==> src/rtl/core/sm2_cipher_der_to_raw_defines.svh <==
// assertion macros shared by the sm2 der-to-raw converter
`ifndef SM2_CIPHER_DER_TO_RAW_DEFINES_SVH
`define SM2_CIPHER_DER_TO_RAW_DEFINES_SVH

// implication in the same cycle
`define SM2D_ASSERT_IMP(label, clk, rst_n, ante, cons) \
	label: assert property (@(posedge clk) disable iff (!rst_n) (ante) |-> (cons)) \
		else $error("sm2d: assertion failed");

// implication on the next cycle
`define SM2D_ASSERT_NXT(label, clk, rst_n, ante, cons) \
	label: assert property (@(posedge clk) disable iff (!rst_n) (ante) |=> (cons)) \
		else $error("sm2d: assertion failed");

`endif

==> src/rtl/core/sm2d_pkg.sv <==
// shared constants and command types of the sm2 der-to-raw converter
`default_nettype none

package sm2d_pkg;

	localparam int unsigned MAX_CIPHER_LEN = 65535;
	localparam int unsigned COORD_BYTES    = 32;
	localparam int unsigned HASH_BYTES     = 32;

	localparam int unsigned HASH_IDX_W = $clog2(HASH_BYTES);
	localparam int unsigned LEN_W      = 22;
	localparam logic [LEN_W-1:0] LEN_SAT    = 22'h200000;
	localparam logic [LEN_W-1:0] LEN_SAT_HI = LEN_SAT >> 8;
	localparam int unsigned REM_RAW_W  = $clog2(MAX_CIPHER_LEN + 1);
	localparam int unsigned REM_W      = (REM_RAW_W > 6) ? REM_RAW_W : 6;
	localparam int unsigned LBL_W      = 7;
	localparam int unsigned MAX_LEN_BYTES = 8;

	localparam logic [7:0] TAG_SEQ      = 8'h30;
	localparam logic [7:0] TAG_INT      = 8'h02;
	localparam logic [7:0] TAG_OCT      = 8'h04;
	localparam logic [7:0] LEN_INDEF    = 8'h80;
	localparam logic [7:0] POINT_PREFIX = 8'h04;

	localparam int unsigned QDEPTH = 4;
	localparam int unsigned QPTR_W = $clog2(QDEPTH);
	localparam int unsigned QCNT_W = $clog2(QDEPTH + 1);

	localparam int unsigned APB_ADDR_W = 3;
	localparam logic        REG_ORDER  = 1'b0;

	typedef enum logic [2:0] {
		CMD_STORE,
		CMD_STORE_EMIT,
		CMD_BYTE,
		CMD_X_FIRST,
		CMD_HASH_ONE,
		CMD_FLUSH,
		CMD_BYTE_FLUSH,
		CMD_ERR
	} cmd_kind_t;

	typedef struct packed {
		cmd_kind_t             kind;
		logic [7:0]            data;
		logic [HASH_IDX_W-1:0] idx;
		logic                  last;
	} cmd_t;

	typedef struct packed {
		logic full;
		logic empty;
	} q_status_t;

endpackage

`default_nettype wire

==> src/rtl/core/sm2d_cmd_fifo.sv <==
// short command queue between the parser and the output engine
`default_nettype none
`include "sm2_cipher_der_to_raw_defines.svh"

module sm2d_cmd_fifo (
	input  wire                 clk,
	input  wire                 arst_n,
	input  wire                 push,
	input  sm2d_pkg::cmd_t      push_cmd,
	input  wire                 pop,
	output sm2d_pkg::cmd_t      head,
	output sm2d_pkg::q_status_t status
);
	import sm2d_pkg::*;

	cmd_t              mem_q [QDEPTH];
	logic [QPTR_W-1:0] wr_ptr_q;
	logic [QPTR_W-1:0] rd_ptr_q;
	logic [QCNT_W-1:0] count_q;

	always_ff @(posedge clk) begin
		if (push) begin
			mem_q[wr_ptr_q] <= push_cmd;
		end
	end

	always_ff @(posedge clk or negedge arst_n) begin
		if (!arst_n) begin
			wr_ptr_q <= '0;
			rd_ptr_q <= '0;
			count_q  <= '0;
		end else begin
			if (push) begin
				wr_ptr_q <= wr_ptr_q + 1'b1;
			end
			if (pop) begin
				rd_ptr_q <= rd_ptr_q + 1'b1;
			end
			if (push && !pop) begin
				count_q <= count_q + 1'b1;
			end else if (pop && !push) begin
				count_q <= count_q - 1'b1;
			end
		end
	end

	assign head         = mem_q[rd_ptr_q];
	assign status.full  = (count_q == QCNT_W'(QDEPTH));
	assign status.empty = (count_q == '0);

	`SM2D_ASSERT_IMP(a_no_push_full, clk, arst_n, push, count_q != QCNT_W'(QDEPTH))
	`SM2D_ASSERT_IMP(a_no_pop_empty, clk, arst_n, pop, count_q != '0)

endmodule

`default_nettype wire

==> src/rtl/core/sm2d_front.sv <==
// der parser: checks tags and lengths and issues output commands
`default_nettype none

module sm2d_front (
	input  wire                 clk,
	input  wire                 arst_n,
	input  wire                 in_valid,
	output logic                in_ready,
	input  wire  [7:0]          in_byte,
	input  wire                 in_last,
	input  wire                 order_cfg,
	input  sm2d_pkg::q_status_t q_status,
	output logic                push,
	output sm2d_pkg::cmd_t      push_cmd
);
	import sm2d_pkg::*;

	typedef enum logic [2:0] {
		PH_TAG,
		PH_LEN_FIRST,
		PH_LEN_SKIP,
		PH_LEN_SIG,
		PH_INT_PAD,
		PH_BODY
	} phase_t;

	typedef enum logic [2:0] {
		CTX_SEQ,
		CTX_X,
		CTX_Y,
		CTX_HASH,
		CTX_CIPH
	} ctx_t;

	phase_t                phase_q, phase_d;
	ctx_t                  ctx_q, ctx_d;
	logic [REM_W-1:0]      rem_q, rem_d;
	logic [LBL_W-1:0]      lbl_q, lbl_d, lbl_dec;
	logic [LEN_W-1:0]      acc_q, acc_d, acc_next;
	logic [HASH_IDX_W-1:0] hcnt_q, hcnt_d;
	logic                  drop_q, drop_d;
	logic                  order_q, order_d;

	logic             in_fire;
	logic             len_done;
	logic [LEN_W-1:0] len_val;
	logic             err;
	logic             done;
	logic             cmd_v;
	cmd_t             cmd;
	logic [7:0]       want;

	assign in_ready = !q_status.full;
	assign in_fire  = in_valid && in_ready;
	assign lbl_dec  = lbl_q - 1'b1;
	assign acc_next = (acc_q >= LEN_SAT_HI) ? LEN_SAT : {acc_q[LEN_W-9:0], in_byte};

	always_comb begin
		unique case (ctx_q)
			CTX_SEQ:        want = TAG_SEQ;
			CTX_X, CTX_Y:   want = TAG_INT;
			default:        want = TAG_OCT;
		endcase
	end

	always_comb begin
		phase_d  = phase_q;
		ctx_d    = ctx_q;
		rem_d    = rem_q;
		lbl_d    = lbl_q;
		acc_d    = acc_q;
		hcnt_d   = hcnt_q;
		drop_d   = drop_q;
		order_d  = order_q;
		len_done = 1'b0;
		len_val  = '0;
		err      = 1'b0;
		done     = 1'b0;
		cmd_v    = 1'b0;
		cmd      = '{kind: CMD_BYTE, data: in_byte, idx: hcnt_q, last: 1'b0};

		if (drop_q) begin
			if (in_last) begin
				drop_d = 1'b0;
			end
		end else begin
			unique case (phase_q)
				PH_TAG: begin
					if (in_byte != want) begin
						err = 1'b1;
					end else begin
						if (ctx_q == CTX_SEQ) begin
							order_d = order_cfg;
						end
						phase_d = PH_LEN_FIRST;
					end
				end
				PH_LEN_FIRST: begin
					if (in_byte == LEN_INDEF) begin
						len_done = 1'b1;
					end else if (in_byte[7]) begin
						lbl_d   = in_byte[6:0];
						phase_d = PH_LEN_SKIP;
					end else begin
						len_done = 1'b1;
						len_val  = LEN_W'(in_byte);
					end
				end
				PH_LEN_SKIP: begin
					if (in_byte == 8'h00) begin
						lbl_d = lbl_dec;
						if (lbl_dec == '0) begin
							len_done = 1'b1;
						end
					end else if (lbl_q > LBL_W'(MAX_LEN_BYTES)) begin
						err = 1'b1;
					end else begin
						acc_d = LEN_W'(in_byte);
						lbl_d = lbl_dec;
						if (lbl_dec == '0) begin
							len_done = 1'b1;
							len_val  = LEN_W'(in_byte);
						end else begin
							phase_d = PH_LEN_SIG;
						end
					end
				end
				PH_LEN_SIG: begin
					acc_d = acc_next;
					lbl_d = lbl_dec;
					if (lbl_dec == '0) begin
						len_done = 1'b1;
						len_val  = acc_next;
					end
				end
				PH_INT_PAD: begin
					if (in_byte != 8'h00) begin
						err = 1'b1;
					end else begin
						rem_d   = REM_W'(COORD_BYTES);
						phase_d = PH_BODY;
					end
				end
				PH_BODY: begin
					cmd_v = 1'b1;
					unique case (ctx_q)
						CTX_X, CTX_Y: begin
							if (ctx_q == CTX_X && rem_q == REM_W'(COORD_BYTES)) begin
								cmd.kind = CMD_X_FIRST;
							end
							rem_d = rem_q - 1'b1;
							if (rem_q == REM_W'(1)) begin
								ctx_d   = (ctx_q == CTX_X) ? CTX_Y : CTX_HASH;
								phase_d = PH_TAG;
							end
						end
						CTX_HASH: begin
							// in hash-first order the final hash byte waits for the cipher length
							if (order_q && hcnt_q != HASH_IDX_W'(HASH_BYTES - 1)) begin
								cmd.kind = CMD_STORE_EMIT;
							end else begin
								cmd.kind = CMD_STORE;
							end
							hcnt_d = hcnt_q + 1'b1;
							if (hcnt_q == HASH_IDX_W'(HASH_BYTES - 1)) begin
								ctx_d   = CTX_CIPH;
								phase_d = PH_TAG;
							end
						end
						default: begin
							if (!order_q && rem_q <= REM_W'(1)) begin
								cmd.kind = CMD_BYTE_FLUSH;
							end
							if (rem_q != '0) begin
								rem_d = rem_q - 1'b1;
							end
							if (rem_q <= REM_W'(1)) begin
								done = 1'b1;
							end
						end
					endcase
				end
				default: begin
					phase_d = PH_TAG;
				end
			endcase

			if (len_done) begin
				unique case (ctx_q)
					CTX_SEQ: begin
						ctx_d   = CTX_X;
						phase_d = PH_TAG;
					end
					CTX_X, CTX_Y: begin
						if (len_val == LEN_W'(COORD_BYTES)) begin
							rem_d   = REM_W'(COORD_BYTES);
							phase_d = PH_BODY;
						end else if (len_val == LEN_W'(COORD_BYTES + 1)) begin
							phase_d = PH_INT_PAD;
						end else begin
							err = 1'b1;
						end
					end
					CTX_HASH: begin
						if (len_val != LEN_W'(HASH_BYTES)) begin
							err = 1'b1;
						end else begin
							hcnt_d  = '0;
							phase_d = PH_BODY;
						end
					end
					default: begin
						if (len_val > LEN_W'(MAX_CIPHER_LEN)) begin
							err = 1'b1;
						end else begin
							rem_d   = len_val[REM_W-1:0];
							phase_d = PH_BODY;
							if (order_q) begin
								cmd_v    = 1'b1;
								cmd.kind = CMD_HASH_ONE;
							end else if (len_val == '0) begin
								cmd_v    = 1'b1;
								cmd.kind = CMD_FLUSH;
							end
							if (len_val == '0) begin
								done = 1'b1;
							end
						end
					end
				endcase
			end

			if (!err && !done && in_last) begin
				err = 1'b1;
			end

			if (err) begin
				cmd_v = 1'b1;
				cmd   = '{kind: CMD_ERR, data: 8'h00, idx: hcnt_q, last: 1'b1};
			end else if (done) begin
				cmd.last = 1'b1;
			end

			if (err || done) begin
				phase_d = PH_TAG;
				ctx_d   = CTX_SEQ;
				rem_d   = '0;
				lbl_d   = '0;
				acc_d   = '0;
				hcnt_d  = '0;
				drop_d  = !in_last;
			end
		end
	end

	always_ff @(posedge clk or negedge arst_n) begin
		if (!arst_n) begin
			phase_q <= PH_TAG;
			ctx_q   <= CTX_SEQ;
			rem_q   <= '0;
			lbl_q   <= '0;
			acc_q   <= '0;
			hcnt_q  <= '0;
			drop_q  <= 1'b0;
			order_q <= 1'b1;
		end else if (in_fire) begin
			phase_q <= phase_d;
			ctx_q   <= ctx_d;
			rem_q   <= rem_d;
			lbl_q   <= lbl_d;
			acc_q   <= acc_d;
			hcnt_q  <= hcnt_d;
			drop_q  <= drop_d;
			order_q <= order_d;
		end
	end

	assign push     = in_fire && cmd_v;
	assign push_cmd = cmd;

endmodule

`default_nettype wire

==> src/rtl/core/sm2d_back.sv <==
// output engine: runs queued commands, owns the hash buffer and the output register
`default_nettype none
`include "sm2_cipher_der_to_raw_defines.svh"

module sm2d_back (
	input  wire                 clk,
	input  wire                 arst_n,
	input  sm2d_pkg::cmd_t      head,
	input  sm2d_pkg::q_status_t q_status,
	output logic                pop,
	output logic                out_valid,
	input  wire                 out_ready,
	output logic [7:0]          out_byte,
	output logic                out_last,
	output logic                format_error
);
	import sm2d_pkg::*;

	typedef enum logic [1:0] {
		B_IDLE,
		B_SECOND,
		B_FLUSH
	} bstate_t;

	logic [7:0]            hstore [HASH_BYTES];

	bstate_t               bst_q, bst_d;
	logic [HASH_IDX_W-1:0] fcnt_q, fcnt_d;
	logic                  flast_q, flast_d;
	logic [7:0]            hold_q, hold_d;
	logic                  out_valid_q;
	logic [7:0]            out_byte_q;
	logic                  out_last_q;
	logic                  out_err_q;

	logic                  load_ok;
	logic                  ld;
	logic [7:0]            ld_byte;
	logic                  ld_last;
	logic                  ld_err;
	logic                  wr_en;
	logic [HASH_IDX_W-1:0] rd_addr;
	logic [7:0]            rd_data;

	assign load_ok = !out_valid_q || out_ready;
	assign rd_addr = (bst_q == B_FLUSH) ? fcnt_q : HASH_IDX_W'(HASH_BYTES - 1);
	assign rd_data = hstore[rd_addr];

	always_comb begin
		bst_d   = bst_q;
		fcnt_d  = fcnt_q;
		flast_d = flast_q;
		hold_d  = hold_q;
		pop     = 1'b0;
		ld      = 1'b0;
		ld_byte = head.data;
		ld_last = 1'b0;
		ld_err  = 1'b0;
		wr_en   = 1'b0;

		unique case (bst_q)
			B_IDLE: begin
				if (!q_status.empty) begin
					if (head.kind == CMD_STORE) begin
						pop   = 1'b1;
						wr_en = 1'b1;
					end else if (load_ok) begin
						pop = 1'b1;
						unique case (head.kind) inside
							CMD_STORE, CMD_STORE_EMIT: begin
								wr_en = 1'b1;
								ld    = 1'b1;
							end
							CMD_BYTE: begin
								ld      = 1'b1;
								ld_last = head.last;
							end
							CMD_X_FIRST: begin
								ld      = 1'b1;
								ld_byte = POINT_PREFIX;
								hold_d  = head.data;
								bst_d   = B_SECOND;
							end
							CMD_HASH_ONE: begin
								ld      = 1'b1;
								ld_byte = rd_data;
								ld_last = head.last;
							end
							CMD_FLUSH: begin
								fcnt_d  = '0;
								flast_d = head.last;
								bst_d   = B_FLUSH;
							end
							CMD_BYTE_FLUSH: begin
								ld      = 1'b1;
								fcnt_d  = '0;
								flast_d = head.last;
								bst_d   = B_FLUSH;
							end
							default: begin
								ld      = 1'b1;
								ld_byte = 8'h00;
								ld_last = 1'b1;
								ld_err  = 1'b1;
							end
						endcase
					end
				end
			end
			B_SECOND: begin
				if (load_ok) begin
					ld      = 1'b1;
					ld_byte = hold_q;
					bst_d   = B_IDLE;
				end
			end
			B_FLUSH: begin
				if (load_ok) begin
					ld      = 1'b1;
					ld_byte = rd_data;
					fcnt_d  = fcnt_q + 1'b1;
					if (fcnt_q == HASH_IDX_W'(HASH_BYTES - 1)) begin
						ld_last = flast_q;
						bst_d   = B_IDLE;
					end
				end
			end
			default: begin
				bst_d = B_IDLE;
			end
		endcase
	end

	always_ff @(posedge clk) begin
		if (wr_en) begin
			hstore[head.idx] <= head.data;
		end
	end

	always_ff @(posedge clk or negedge arst_n) begin
		if (!arst_n) begin
			bst_q       <= B_IDLE;
			fcnt_q      <= '0;
			flast_q     <= 1'b0;
			hold_q      <= '0;
			out_valid_q <= 1'b0;
			out_byte_q  <= '0;
			out_last_q  <= 1'b0;
			out_err_q   <= 1'b0;
		end else begin
			bst_q       <= bst_d;
			fcnt_q      <= fcnt_d;
			flast_q     <= flast_d;
			hold_q      <= hold_d;
			out_valid_q <= ld || (out_valid_q && !out_ready);
			if (ld) begin
				out_byte_q <= ld_byte;
				out_last_q <= ld_last;
				out_err_q  <= ld_err;
			end
		end
	end

	assign out_valid    = out_valid_q;
	assign out_byte     = out_byte_q;
	assign out_last     = out_last_q;
	assign format_error = out_err_q;

	`SM2D_ASSERT_IMP(a_second_has_prefix, clk, arst_n, bst_q == B_SECOND, out_valid_q)
	`SM2D_ASSERT_IMP(a_flush_cnt_idle, clk, arst_n, bst_q != B_FLUSH, fcnt_q == '0)
	`SM2D_ASSERT_IMP(a_err_word, clk, arst_n, out_valid_q && out_err_q, out_last_q && (out_byte_q == 8'h00))

endmodule

`default_nettype wire

==> src/rtl/core/sm2_cipher_der_to_raw.sv <==
// top level of the sm2 ciphertext der-to-raw converter
//
//  channel  | direction | handshake             | word
//  ---------+-----------+-----------------------+-------------------------------------
//  in       | sink      | in_valid / in_ready   | in_byte, in_last
//  out      | source    | out_valid / out_ready | out_byte, out_last, format_error
//  apb      | sink      | psel/penable/pready   | paddr, pwrite, pwdata, prdata
//
// one input word is taken per cycle while the command queue has a free slot
// output runs at one word per cycle while out_ready is high; the first x byte gives two
// words, the last cipher byte in cipher-first order gives 33 and an empty cipher flush
// gives 32, so the output engine sets the sustained rate and the queue absorbs bursts
// hash-only store commands in cipher-first order need no free output slot
// arst_n clears all control state at once; the hash buffer is not cleared
// a stall on out_ready backs up the queue, then in_ready drops
`default_nettype none

module sm2_cipher_der_to_raw (
	input  wire                              clk,
	input  wire                              arst_n,
	// byte input
	input  wire                              in_valid,
	output logic                             in_ready,
	input  wire  [7:0]                       in_byte,
	input  wire                              in_last,
	// raw output
	output logic                             out_valid,
	input  wire                              out_ready,
	output logic [7:0]                       out_byte,
	output logic                             out_last,
	output logic                             format_error,
	// configuration
	input  wire                              psel,
	input  wire                              penable,
	input  wire                              pwrite,
	input  wire  [sm2d_pkg::APB_ADDR_W-1:0]  paddr,
	input  wire  [31:0]                      pwdata,
	output logic [31:0]                      prdata,
	output logic                             pready
);
	import sm2d_pkg::*;

	// field order register, sampled by the parser at each sequence tag
	logic      hash_first_q;
	logic      reg_sel;
	logic      cfg_wr;

	// queue between parser and output engine
	logic      push;
	cmd_t      push_cmd;
	logic      pop;
	cmd_t      head;
	q_status_t q_status;

	assign pready  = 1'b1;
	assign reg_sel = (paddr[APB_ADDR_W-1:2] == {(APB_ADDR_W - 2){REG_ORDER}});
	assign cfg_wr  = psel && penable && pwrite && pready && reg_sel;

	always_ff @(posedge clk or negedge arst_n) begin
		if (!arst_n) begin
			hash_first_q <= 1'b1;
		end else if (cfg_wr) begin
			hash_first_q <= pwdata[0];
		end
	end

	// register read-back; unmapped addresses read zero
	assign prdata = reg_sel ? {31'b0, hash_first_q} : 32'b0;

	// front: tag and length decoding, one command per accepted word at most
	sm2d_front u_front (
		.clk       (clk),
		.arst_n    (arst_n),
		.in_valid  (in_valid),
		.in_ready  (in_ready),
		.in_byte   (in_byte),
		.in_last   (in_last),
		.order_cfg (hash_first_q),
		.q_status  (q_status),
		.push      (push),
		.push_cmd  (push_cmd)
	);

	sm2d_cmd_fifo u_fifo (
		.clk      (clk),
		.arst_n   (arst_n),
		.push     (push),
		.push_cmd (push_cmd),
		.pop      (pop),
		.head     (head),
		.status   (q_status)
	);

	// back: expands commands into output words, replays the buffered hash
	sm2d_back u_back (
		.clk          (clk),
		.arst_n       (arst_n),
		.head         (head),
		.q_status     (q_status),
		.pop          (pop),
		.out_valid    (out_valid),
		.out_ready    (out_ready),
		.out_byte     (out_byte),
		.out_last     (out_last),
		.format_error (format_error)
	);

endmodule

`default_nettype wire
==> config.mk <==
export PLATFORM = sky130hd
export DESIGN_NAME = sm2_cipher_der_to_raw
export DESIGN_NICKNAME = d
export VERILOG_FILES = /design/src/rtl/core/sm2d_pkg.sv /design/src/rtl/core/sm2d_cmd_fifo.sv /design/src/rtl/core/sm2d_front.sv /design/src/rtl/core/sm2d_back.sv /design/src/rtl/core/sm2_cipher_der_to_raw.sv
export VERILOG_INCLUDE_DIRS = /design/src /design/src/rtl/core
export SDC_FILE = /design/constraint.sdc
export NUM_CORES = 1
export LEC_CHECK = 0
export BUFFER_PORTS_ARGS = -buffer_cell sky130_fd_sc_hd__buf_2
export CAP_MARGIN = 20
export CORE_ASPECT_RATIO = 0.8
export CORE_MARGIN = 3
export CORE_UTILIZATION = 55
export DETAILED_ROUTE_END_ITERATION = 7
export PLACE_DENSITY = 0.73
export SETUP_SLACK_MARGIN = 0.4
export SLEW_MARGIN = 40
export SYNTH_ARGS = -nofsm -noshare
export SYNTH_HDL_FRONTEND = slang
export SYNTH_SLANG_ARGS = --single-unit
==> constraint.sdc <==
create_clock -name clk -period 5.26 [get_ports clk]
set_clock_uncertainty 0.1 [all_clocks]
set_input_delay 0.263 -clock clk [delete_from_list [all_inputs] [get_ports clk]]
set_output_delay 0.263 -clock clk [all_outputs]
set_load 0.02 [all_outputs]
# --- Word-level counts from Yosys, hierarchy flattened ---
# Memories as Yosys holds them, arrays and structs flattened.
# Cells that the tools add are included.
totals:
  ff_bits: 93
  mem_bits_rw: 324
  input_bits: 51
  output_inout_bits: 45
  word_cells: 307
  memories: 2
memory_table:
  columns: ["memory", "depth", "width", "read_ports", "rd_clocked_by_memory_dff", "wr", "line_no", "source"]
  rows:
  - ["u_back.hstore", 32, 8, 1, 0, 1, "sm2d_back.sv:25", "logic [7:0] hstore [HASH_BYTES];"]
  - ["u_fifo.mem_q", 4, 17, 1, 0, 1, "sm2d_cmd_fifo.sv:16", "cmd_t mem_q [QDEPTH];"]
op_classes:
  n_addsub: 8
  n_lt_le_gt_ge: 4
  n_eq_ne: 40
  mux: 170
  bitwise: 5
  reduce_logical: 58
op_table:
  columns: ["cell", "count"]
  rows:
  - ["2-to-1 mux 22 bit", 9]
  - ["2-to-1 mux 16 bit", 7]
  - ["one-hot mux 16 bit (2 select lines)", 3]
  - ["2-to-1 mux 3 bit", 30]
  - ["2-to-1 mux 1 bit", 70]
  - ["one-hot mux 22 bit (3 select lines)", 1]
  - ["2-to-1 mux 5 bit", 12]
  - ["2-to-1 mux 8 bit", 6]
  - ["one-hot mux 8 bit (3 select lines)", 2]
  - ["== test 22 x 6 -> 1 bit, second input constant", 2]
  - ["one-hot mux 22 bit (2 select lines)", 1]
  - ["2-to-1 mux 7 bit", 6]
  - ["greater-or-equal comparator 22 x 14 -> 1 bit, second input constant", 1]
  - ["> comparator 22 x 16 -> 1 bit, second input constant", 1]
  - ["logical NOT 22 bit", 1]
  - ["!= test 22 x 6 -> 1 bit, second input constant", 1]
  - ["one-hot mux 7 bit (3 select lines)", 1]
  - ["AND reduction 5 bit", 4]
  - ["== test 3 x 2 -> 1 bit, second input constant", 6]
  - ["== test 3 bit, second input constant", 6]
  - ["one-hot mux 3 bit (2 select lines)", 3]
  - ["one-hot mux 3 bit (6 select lines)", 1]
  - ["2-to-1 mux 17 bit", 1]
  - ["== test 16 x 1 -> 1 bit, second input constant", 1]
  - ["50 further kinds", 109]

# --- Depth between registers and ports, before layout ---
# Gate-level depths: netlist (run 1).
logic_depth:
  ltp_word: 25
  mapped_depth: 16
  depth_no_buf: 15

# --- Hierarchy ---
# A second synthesis (run 1) with hierarchy kept.
unflattened:
  cells_unflattened: 1448
  hier_area_um2: 19289.8
modules_own_cells:
  columns: ["mod", "n_inst", "cells_per_inst", "area_each_um2", "seq_area_each_um2"]
  rows:
  - ["sm2d_back", 1, 768, 11845.1, 8363.0]
  - ["sm2d_front", 1, 519, 4251.6, 1452.6]
  - ["sm2d_cmd_fifo", 1, 123, 2890.3, 2217.1]
  - ["sm2_cipher_der_to_raw", 1, 38, 302.8, 26.3]

# --- Least setup slack after synthesis (run 1) ---
# Ideal clock, no wire load.
synth_path:
  kind: "register to register"
  start: "register u_front.lbl_q[0]"
  end: "register u_fifo.count_q[2]"
  setup_ns: 0.079
  arrival_ns: 3.721
  required_time_ns: 5.081
  path_slack_ns: 1.359
  path_stages_with_launch: 17
  n_path_buf: 1
  synth_period_minus_slack_ns: 3.901
  cell_sequence: "dfrtp_1 inv_1 ha_1 or4bb_1 a211oi_1 o21a_2 nand3_1 and3_1 buf_2 a211o_1 a41oi_4 ha_1 inv_1 fa_1 xor2_1 nor2_1 xor2_1"
synth_between:
  elab_chain_len: 24
  word_cells_on_any_way: 53
  cone_classes: "1 x add/sub; 2 x order compare; 3 x eq/ne; 36 x mux; 11 x reduce/logical"
synth_rtl:
  columns: ["element", "line_no", "source"]
  rows:
  - ["start: declaration", "sm2d_front.sv:38", "logic [LBL_W-1:0] lbl_q, lbl_d, lbl_dec;"]
  - ["start signal: assignment", "sm2d_front.sv:270", "lbl_q <= lbl_d;"]
  - ["parallel branches: the longest is 18 deep, another holds > comparator 22 x 16 -> 1 bit", null, null]
  - ["2-to-1 mux 1 bit *", "sm2d_front.sv:237", "if (err) begin"]
  - ["2-to-1 mux 1 bit *", "sm2d_front.sv:82", "if (drop_q) begin"]
  - ["logical AND 1 bit *", "sm2d_front.sv:278", "assign push = in_fire && cmd_v;"]
  - ["named net push", "sm2_cipher_der_to_raw.sv:49", "logic push;"]
  - ["logical NOT 1 bit", "sm2d_cmd_fifo.sv:41", "end else if (pop && !push) begin"]
  - ["logical AND 1 bit", "sm2d_cmd_fifo.sv:41", null]
  - ["nonzero test 2 bit (no source line)", null, null]
  - ["end signal: assignment", "sm2d_cmd_fifo.sv:40", "count_q <= count_q + 1'b1;"]
  - ["end signal: assignment", "sm2d_cmd_fifo.sv:42", "count_q <= count_q - 1'b1;"]
  - ["end: declaration", "sm2d_cmd_fifo.sv:19", "logic [QCNT_W-1:0] count_q;"]
# Mark *: on every way through the listed nets, which the timed path passes. The select of a mux whose other input is x is not followed.
# A chain may end at the register's enable or synchronous reset.

# --- Worst setup path in the final report (run 1) ---
# Same ends and word-level chain as after synthesis.

==> metrics.txt, run 1 <==
Final Util=0.616; core outline area=34000 um^2; Ys Warns=0; Die ar.=37100 um^2; Seq pwr share=0.441; worst relative slew slack=0.442; DRT Wirelength=46300 um; Static Leak=7.17 nW; number of detailed-route iterations in the first pass=7; Comb power frac=0.272; Hold WC Path Type=input port to flop; Clock Path Buffers=3; post-route setup TNS=0 ns; worst-margin pin slew=0.837 ns; Overflow after GRT=0; via/cell ratio=6.38; register bit total from synthesis=417; chip width=215 um; Layout area overhead=9.32%; RePlAce Congestion=0.943; overall power=9.70 mW; CP Capture Type=flop; startpoint types=flop; ANT cells=0; Worst-Skew Late Latency=0.56 ns; HPWL after DPL=30000 um; first-pass GRT wire length=72400 um; root buf cell=clkbuf_16; DRT iter0 DRCs=1577; Max Cap Violations=0; # port buffers=30; largest net degree at the start of global routing=68; TritonCTS clock tree=yes; Post-Layout Cell Count=1976; top-level I/O count=96; clock share of power=0.287; Total GRT Usage=0.250; worst-path cell chain=inv_1 -> ha_1 -> or4bb_1 -> a211oi_1 -> o21a_2 -> o311ai_2 -> a21boi_4 -> a211o_1 -> a41oi_4 -> ha_1 -> inv_1 -> fa_1 -> xor2_1 -> nor2_1 -> xor2_1; Worst-path clk slew=0.06 ns; CP max-delay cell=or4bb_1; run status=finished clean; Net Sw Frac=0.324; antenna viol nets, final=0; fin area=21000 um^2; Worst Path Max Fanout=8; Primary FF master, synth=edfxtp_1; RSZ-0062 raised after global routing=false; worst setup margin=0.797 ns; post-synthesis sequential area ratio=0.629; CP top delay family=compound AO/OA/AOI/OAI gates; Final Hold Vio Count=0; Reg2Reg Setup Slack=0.80 ns; Avg Cell Area, Syn=13.0 um^2; NumNets Final=1550; Worst EP required=5.63 ns; Residual DRC=0; share of layout cells above drive strength 1=0.167; P_int=6.56 mW; Vias=12.6k; Inst Count DP=1897; CP Buf/Inv Count=2; sw power=3.14 mW; commonest non-fill, non-tap cell in the layout=edfxtp_1; power per cell area=463 nW/um^2; htree depth=2; Min Hold Slack=0.0239 ns; area of placed instances=19600 um^2; Synth Cell Area=19200 um^2; antenna violations before repair=0; Yosys cell types=83; fmax=224 MHz; Largest stage delay, worst path=0.51 ns; initial core utilization=0.564; highest-count cells in the layout ignoring fill and taps=324 x edfxtp_1, 129 x nand2_1, 111 x nor2_1; crit share post-route=0.849; worst path arrival time=4.83 ns; FP Rows=60; post-synthesis cell count=1469; Clock Sinks=417; Peak VDD IR=467 uV; WL/cell=23.4 um; ys async rst share=0.223; post-cts gate resize count=0; Die H=173 um; pins over their slew limit=0; Setup CP Type=flop to flop; Post-synth EDFFs=324; fin crit period=4.46 ns; CTS buffer count=41; pre-CTS WS=0.850 ns; number of global-route vias before repair=12.1k; # setup viols final=0
==> worst register-to-register path, stage by stage, from the launching register on <==
cell	delay [ns]
dfrtp_1	0.45
inv_1	0.13
ha_1	0.32
or4bb_1	0.51
a211oi_1	0.24
o21a_2	0.30
o311ai_2	0.21
a21boi_4	0.24
a211o_1	0.35
a41oi_4	0.35
ha_1	0.25
inv_1	0.07
fa_1	0.44
xor2_1	0.15
nor2_1	0.11
xor2_1	0.16
==> flip-flops by register name (all words and copies together) (netlist names), 3 cells and up <==
name             count
u_back.hstore      256
u_fifo.mem_q        68
u_front.acc_q       22
u_front.rem_q       16
u_back.hold_q        8
u_back.out_byte      8
u_front.lbl_q        7
u_back.fcnt_q        5
u_front.hcnt_q       5
u_fifo.count_q       3
u_front.ctx_q        3
u_front.phase_q      3
==> repair_timing <==
| item | in CTS | in global routing |
|---|---|---|
| hold buffers | 5 | 0 |
| buffers inserted | 0 | 0 |
| endpoints found under the hold margin | 56 | 0 |
==> routing by layer <==
layer	global-route usage	share of wire	routed length, um	vias to the layer above
met5	0	0	0	-
met4	0.0623	0.018	831	0
met3	0.0460	0.11	4870	63
met2	0.363	0.44	20500	678
met1	0.392	0.43	20100	6271
li1	-	-	-	5596
==> area by class of cell <==
cell class,instances,area (um^2)
clock inverters,19,169
flip-flops and latches,417,12100
inverters,22,82.6
clock buffers,54,1080
repair buffers,65,444
multi-input cells,934,6530
well taps,465,582
fillers,2578,13100
==> path summary, 6_finish.rpt <==
| path | startpoint | end | depth (start not counted) |
|---|---|---|---|
| setup / recovery | u_front.lbl_q[0] | u_fifo.count_q[2] | 15 |
| hold / removal | in_valid | u_front.drop_q | 3 |
| setup reg to reg | u_front.lbl_q[0] | u_fifo.count_q[2] | 15 |
| hold reg to reg | u_front.acc_q[21] | u_front.acc_q[21] | 1 |
| max in group asynchronous | arst_n | u_front.rem_q[15] | 3 |
| min in group asynchronous | arst_n | u_front.lbl_q[4] | 2 |
==> kinds of logic after synthesis <==
family          share of synthesized area
flops                               0.629
simple gates                        0.102
compound gates                      0.126
buf+inv                            0.0383
mux                                0.0853
fa+ha+maj                          0.0121
xor+xnor                          0.00685
other cells                      0.000392
==> synth_stat cells (7+ instances only) <==
library cell  instances  area share
buf_4                36       0.014
nor2b_1              12      0.0039
dfrtp_1              91        0.12
buf_1                10      0.0020
a31oi_1              40       0.013
nand3_1              19      0.0050
o21ai_0              77       0.020
o21ai_1              15      0.0039
or2_2                 8      0.0026
o22ai_1              15      0.0049
mux2i_1               7      0.0037
edfxtp_1            324        0.51
o221ai_1              7      0.0032
inv_1                22      0.0043
xnor2_1               7      0.0032
nor4_1               11      0.0036
ha_1                 17       0.011
a22oi_1               8      0.0031
o21a_1               12      0.0047
clkbuf_1             70       0.014
xor2_1                8      0.0037
a22o_1               22       0.010
nand2b_1             15      0.0049
or3_1                 9      0.0029
mux2_2               44       0.026
a21oi_1              72       0.019
nand2_1             129       0.025
o31ai_1               8      0.0031
o32ai_1              10      0.0046
nor3_1               32      0.0084
a211oi_1              7      0.0027
nand4_1              18      0.0059
mux4_2               47       0.055
nor2_1              121       0.024
nor3b_1               7      0.0027
and2_1                9      0.0029
==> power groups by stage <==
stage	clock network [mW]	registers, mW	logic, mW
5_1_grt	2.96	4.30	2.85
6_report	2.78	4.28	2.64
3_5_place_dp	0	4.34	2.56
3_3_place_gp	0	4.32	2.48
2_1_floorplan	0	4.35	1.68
4_1_cts	2.82	4.27	2.58
Note: power is estimated with default switching activity, not from simulation.
==> run 2, diff against run 1 <==
--- a/config.mk
+++ b/config.mk
@@ -12,7 +12,7 @@
 export CORE_MARGIN = 3
 export CORE_UTILIZATION = 55
 export DETAILED_ROUTE_END_ITERATION = 7
-export PLACE_DENSITY = 0.73
+export PLACE_DENSITY = 0.76
 export SETUP_SLACK_MARGIN = 0.4
 export SLEW_MARGIN = 40
 export SYNTH_ARGS = -nofsm -noshare
==> constraint.sdc (replaced) <==
create_clock -name clk -period 3.81 [get_ports clk]
set_clock_uncertainty 0.1 [all_clocks]
set_input_delay 0.1905 -clock clk [delete_from_list [all_inputs] [get_ports clk]]
set_output_delay 0.1905 -clock clk [all_outputs]
set_load 0.02 [all_outputs]
==> run 2 against run 1 <==
The run now ends with negative setup slack left. Via count increased by 6.2%. Hold slack improved by 0.011 ns. First-iteration DRC count increased by 5.2%. Global-route usage increased by 1.0 points. Clock-buffer cell count increased by 1. Fmax increased by 16%. Register-to-register slack got worse by 0.82 ns. Cell area increased by 5.8%. Power increased by 44%. Flip-flop and latch count unchanged. Critical endpoint is now u_fifo.mem_q[2][10]. Largest cell class unchanged.
==> metrics.txt, run 2 (synthesis gave the netlist of run 1 again) <==
run status=finished with violations; failing checks=negative setup slack; pre-CTS WS=-0.00702 ns (-0.857 ns); core outline area=34000 um^2 (unchanged); HPWL after DPL=31200 um (+3.9%); NumNets Final=1655 (+6.8%); Clock Sinks=417 (unchanged); Die ar.=37100 um^2 (unchanged); Static Leak=7.83 nW (+9.2%); # port buffers=30 (unchanged); largest net degree at the start of global routing=76 (+12%); Layout fillers=2396 (-7.1%); Clock Path Buffers=3 (unchanged); highest-count cells in the layout ignoring fill and taps=324 x edfxtp_1, 128 x nand2_1, 119 x nor2_1; antenna violations before repair=0 (unchanged); initial core utilization=0.564 (unchanged); Layout area overhead=15.7%; Inst Count DP=1971 (+3.9%); TritonCTS clock tree=yes; RePlAce Congestion=0.906 (-3.9%); commonest non-fill, non-tap cell in the layout=edfxtp_1; Worst Path Max Fanout=8 (unchanged); overall power=13.9 mW (+44%); Post-Layout Cell Count=2083 (+5.4%); share of layout cells above drive strength 1=0.231 (+0.0637); worst-margin pin slew=0.872 ns (+0.0345 ns); worst relative slew slack=0.419 (-0.0230); Setup CP Type=flop to flop; CTS buffer count=41 (unchanged); Die H=173 um (unchanged); via/cell ratio=6.43 (+0.78%); post-route setup TNS=-0.374 ns (-0.374 ns); Vias=13.4k (+6.2%); crit share post-route=1.01 (+0.158); htree depth=2 (unchanged); Total GRT Usage=0.260 (+0.00999); RSZ-0062 raised after global routing=true; FP Rows=60 (unchanged); root buf cell=clkbuf_16; worst setup margin=-0.0256 ns (-0.822 ns); Residual DRC=0 (unchanged); Hold WC Path Type=input port to flop; FF/Latch Area=12100 um^2 (unchanged); number of detailed-route iterations in the first pass=6 (-1); pins over their slew limit=0 (unchanged); register bank with the most flops=u_back.hstore; first-pass GRT wire length=75600 um (+4.5%); WL/cell=23.4 um (about the same); Largest regs=u_back.hstore (256), u_fifo.mem_q (68), u_front.acc_q (22); fin crit period=3.84 ns (-0.628 ns); chip width=215 um (unchanged); fmax=261 MHz (+16%); CP Capture Type=flop; number of global-route vias before repair=12.9k (+6.6%); Worst EP required=3.97 ns (-1.66 ns); worst path arrival time=4.00 ns (-0.83 ns); # setup viols final=16 (+16); power per cell area=629 nW/um^2 (+36%); Final Hold Vio Count=0 (unchanged); Final Util=0.652 (+0.0358); DRT Wirelength=48800 um (+5.4%); top-level I/O count=96 (unchanged); Max Cap Violations=0 (unchanged); Multi-input gate area=6640 um^2 (+1.7%); Peak VDD IR=617 uV (+32%); Worst-Skew Late Latency=0.55 ns (about the same); antenna viol nets, final=0 (unchanged); startpoint types=flop; max reg flops=256 (unchanged); Overflow after GRT=0 (unchanged); DRT iter0 DRCs=1659 (+5.2%); Worst-path clk slew=0.06 ns (about the same); ANT cells=0 (unchanged)
## run 2: cell types whose count changed in the layout (fill, tap and decap cells not counted), moves of 5 or more
cell | before | now
nor2_1 | 111 | 119
and2_1 | 9 | 4
dlygate4sd3_1 | 5 | 13
nor2_2 | 10 | 2
buf_12 | 1 | 6
buf_4 | 29 | 110
buf_6 | 1 | 8
## run 2: report_power, final
part / internal [mW] / total [mW] / switching [mW] / leakage (nW)
combinational: 1.32 / 3.79 / 2.47 / 3.03
clock: 2.45 / 4.16 / 1.71 / 0.675
sequential: 5.76 / 5.99 / 0.235 / 4.12
total: 9.53 / 13.9 / 4.41 / 7.83
## run 2: layer usage
metal	vias to the layer above	share of wire	GRT usage
li1	5824	-	-
met1	6660	0.41	0.383
met2	806	0.46	0.395
met3	104	0.10	0.0513
met4	0	0.027	0.0798
met5	-	0	0
## run 2: critical path, stage by stage (launching register included)
cell and delay (ns):
dfrtp_1 0.38, or4_4 0.55, or4_4 0.57, a211oi_4 0.23, o311ai_4 0.12, a21boi_4 0.19, a211o_1 0.31, a41oi_4 0.24
buf_4 0.16, buf_6 0.08, buf_6 0.08, buf_6 0.10, and2_4 0.17, bufbuf_16 0.27
## run 2: final cells by class
| class | count | share of cell area |
|---|---|---|
| inverters | 22 | 0.00372 |
| clock buffers | 55 | 0.0514 |
| well taps | 465 | 0.0262 |
| clock inverters | 20 | 0.0111 |
| repair buffers | 170 | 0.0640 |
| multi-input cells | 934 | 0.300 |
| flip-flops and latches | 417 | 0.544 |
## run 2: final timing paths
kind | startpoint | end | slack, ns | cells after the start
worst max-delay path | u_front.acc_q[19] | u_fifo.mem_q[2][10] | -0.03 | 13
worst min-delay path | in_byte[0] | u_front.acc_q[0] | 0.03 | 3
worst max register to register | u_front.acc_q[19] | u_fifo.mem_q[2][10] | -0.03 | 13
worst min register to register | u_back.out_byte[5] | u_back.out_byte[5] | 0.40 | 1
max in group asynchronous | arst_n | u_back.fcnt_q[0] | 2.66 | 3
min in group asynchronous | arst_n | u_front.lbl_q[5] | 0.17 | 2
## run 2: per-stage QoR
step           hold slack [ns]  area [um^2]
2_1_floorplan           -0.205        19300
3_3_place_gp             0.312        20200
3_5_place_dp             0.185        20200
4_1_cts                 0.0138        21900
5_1_grt                 0.0350        22200
6_report                0.0346        22200
## run 2: timing repair
| action | 4_1_cts | 5_1_grt |
|---|---|---|
| gates resized for setup | 12 | 28 |
| pin swaps | 1 | 7 |
| hold endpoints to repair | 83 | 0 |
| gates cloned | 3 | 0 |
| hold buffers | 13 | 0 |
| buffers inserted | 7 | 14 |
| endpoints found under the setup margin | 170 | 176 |
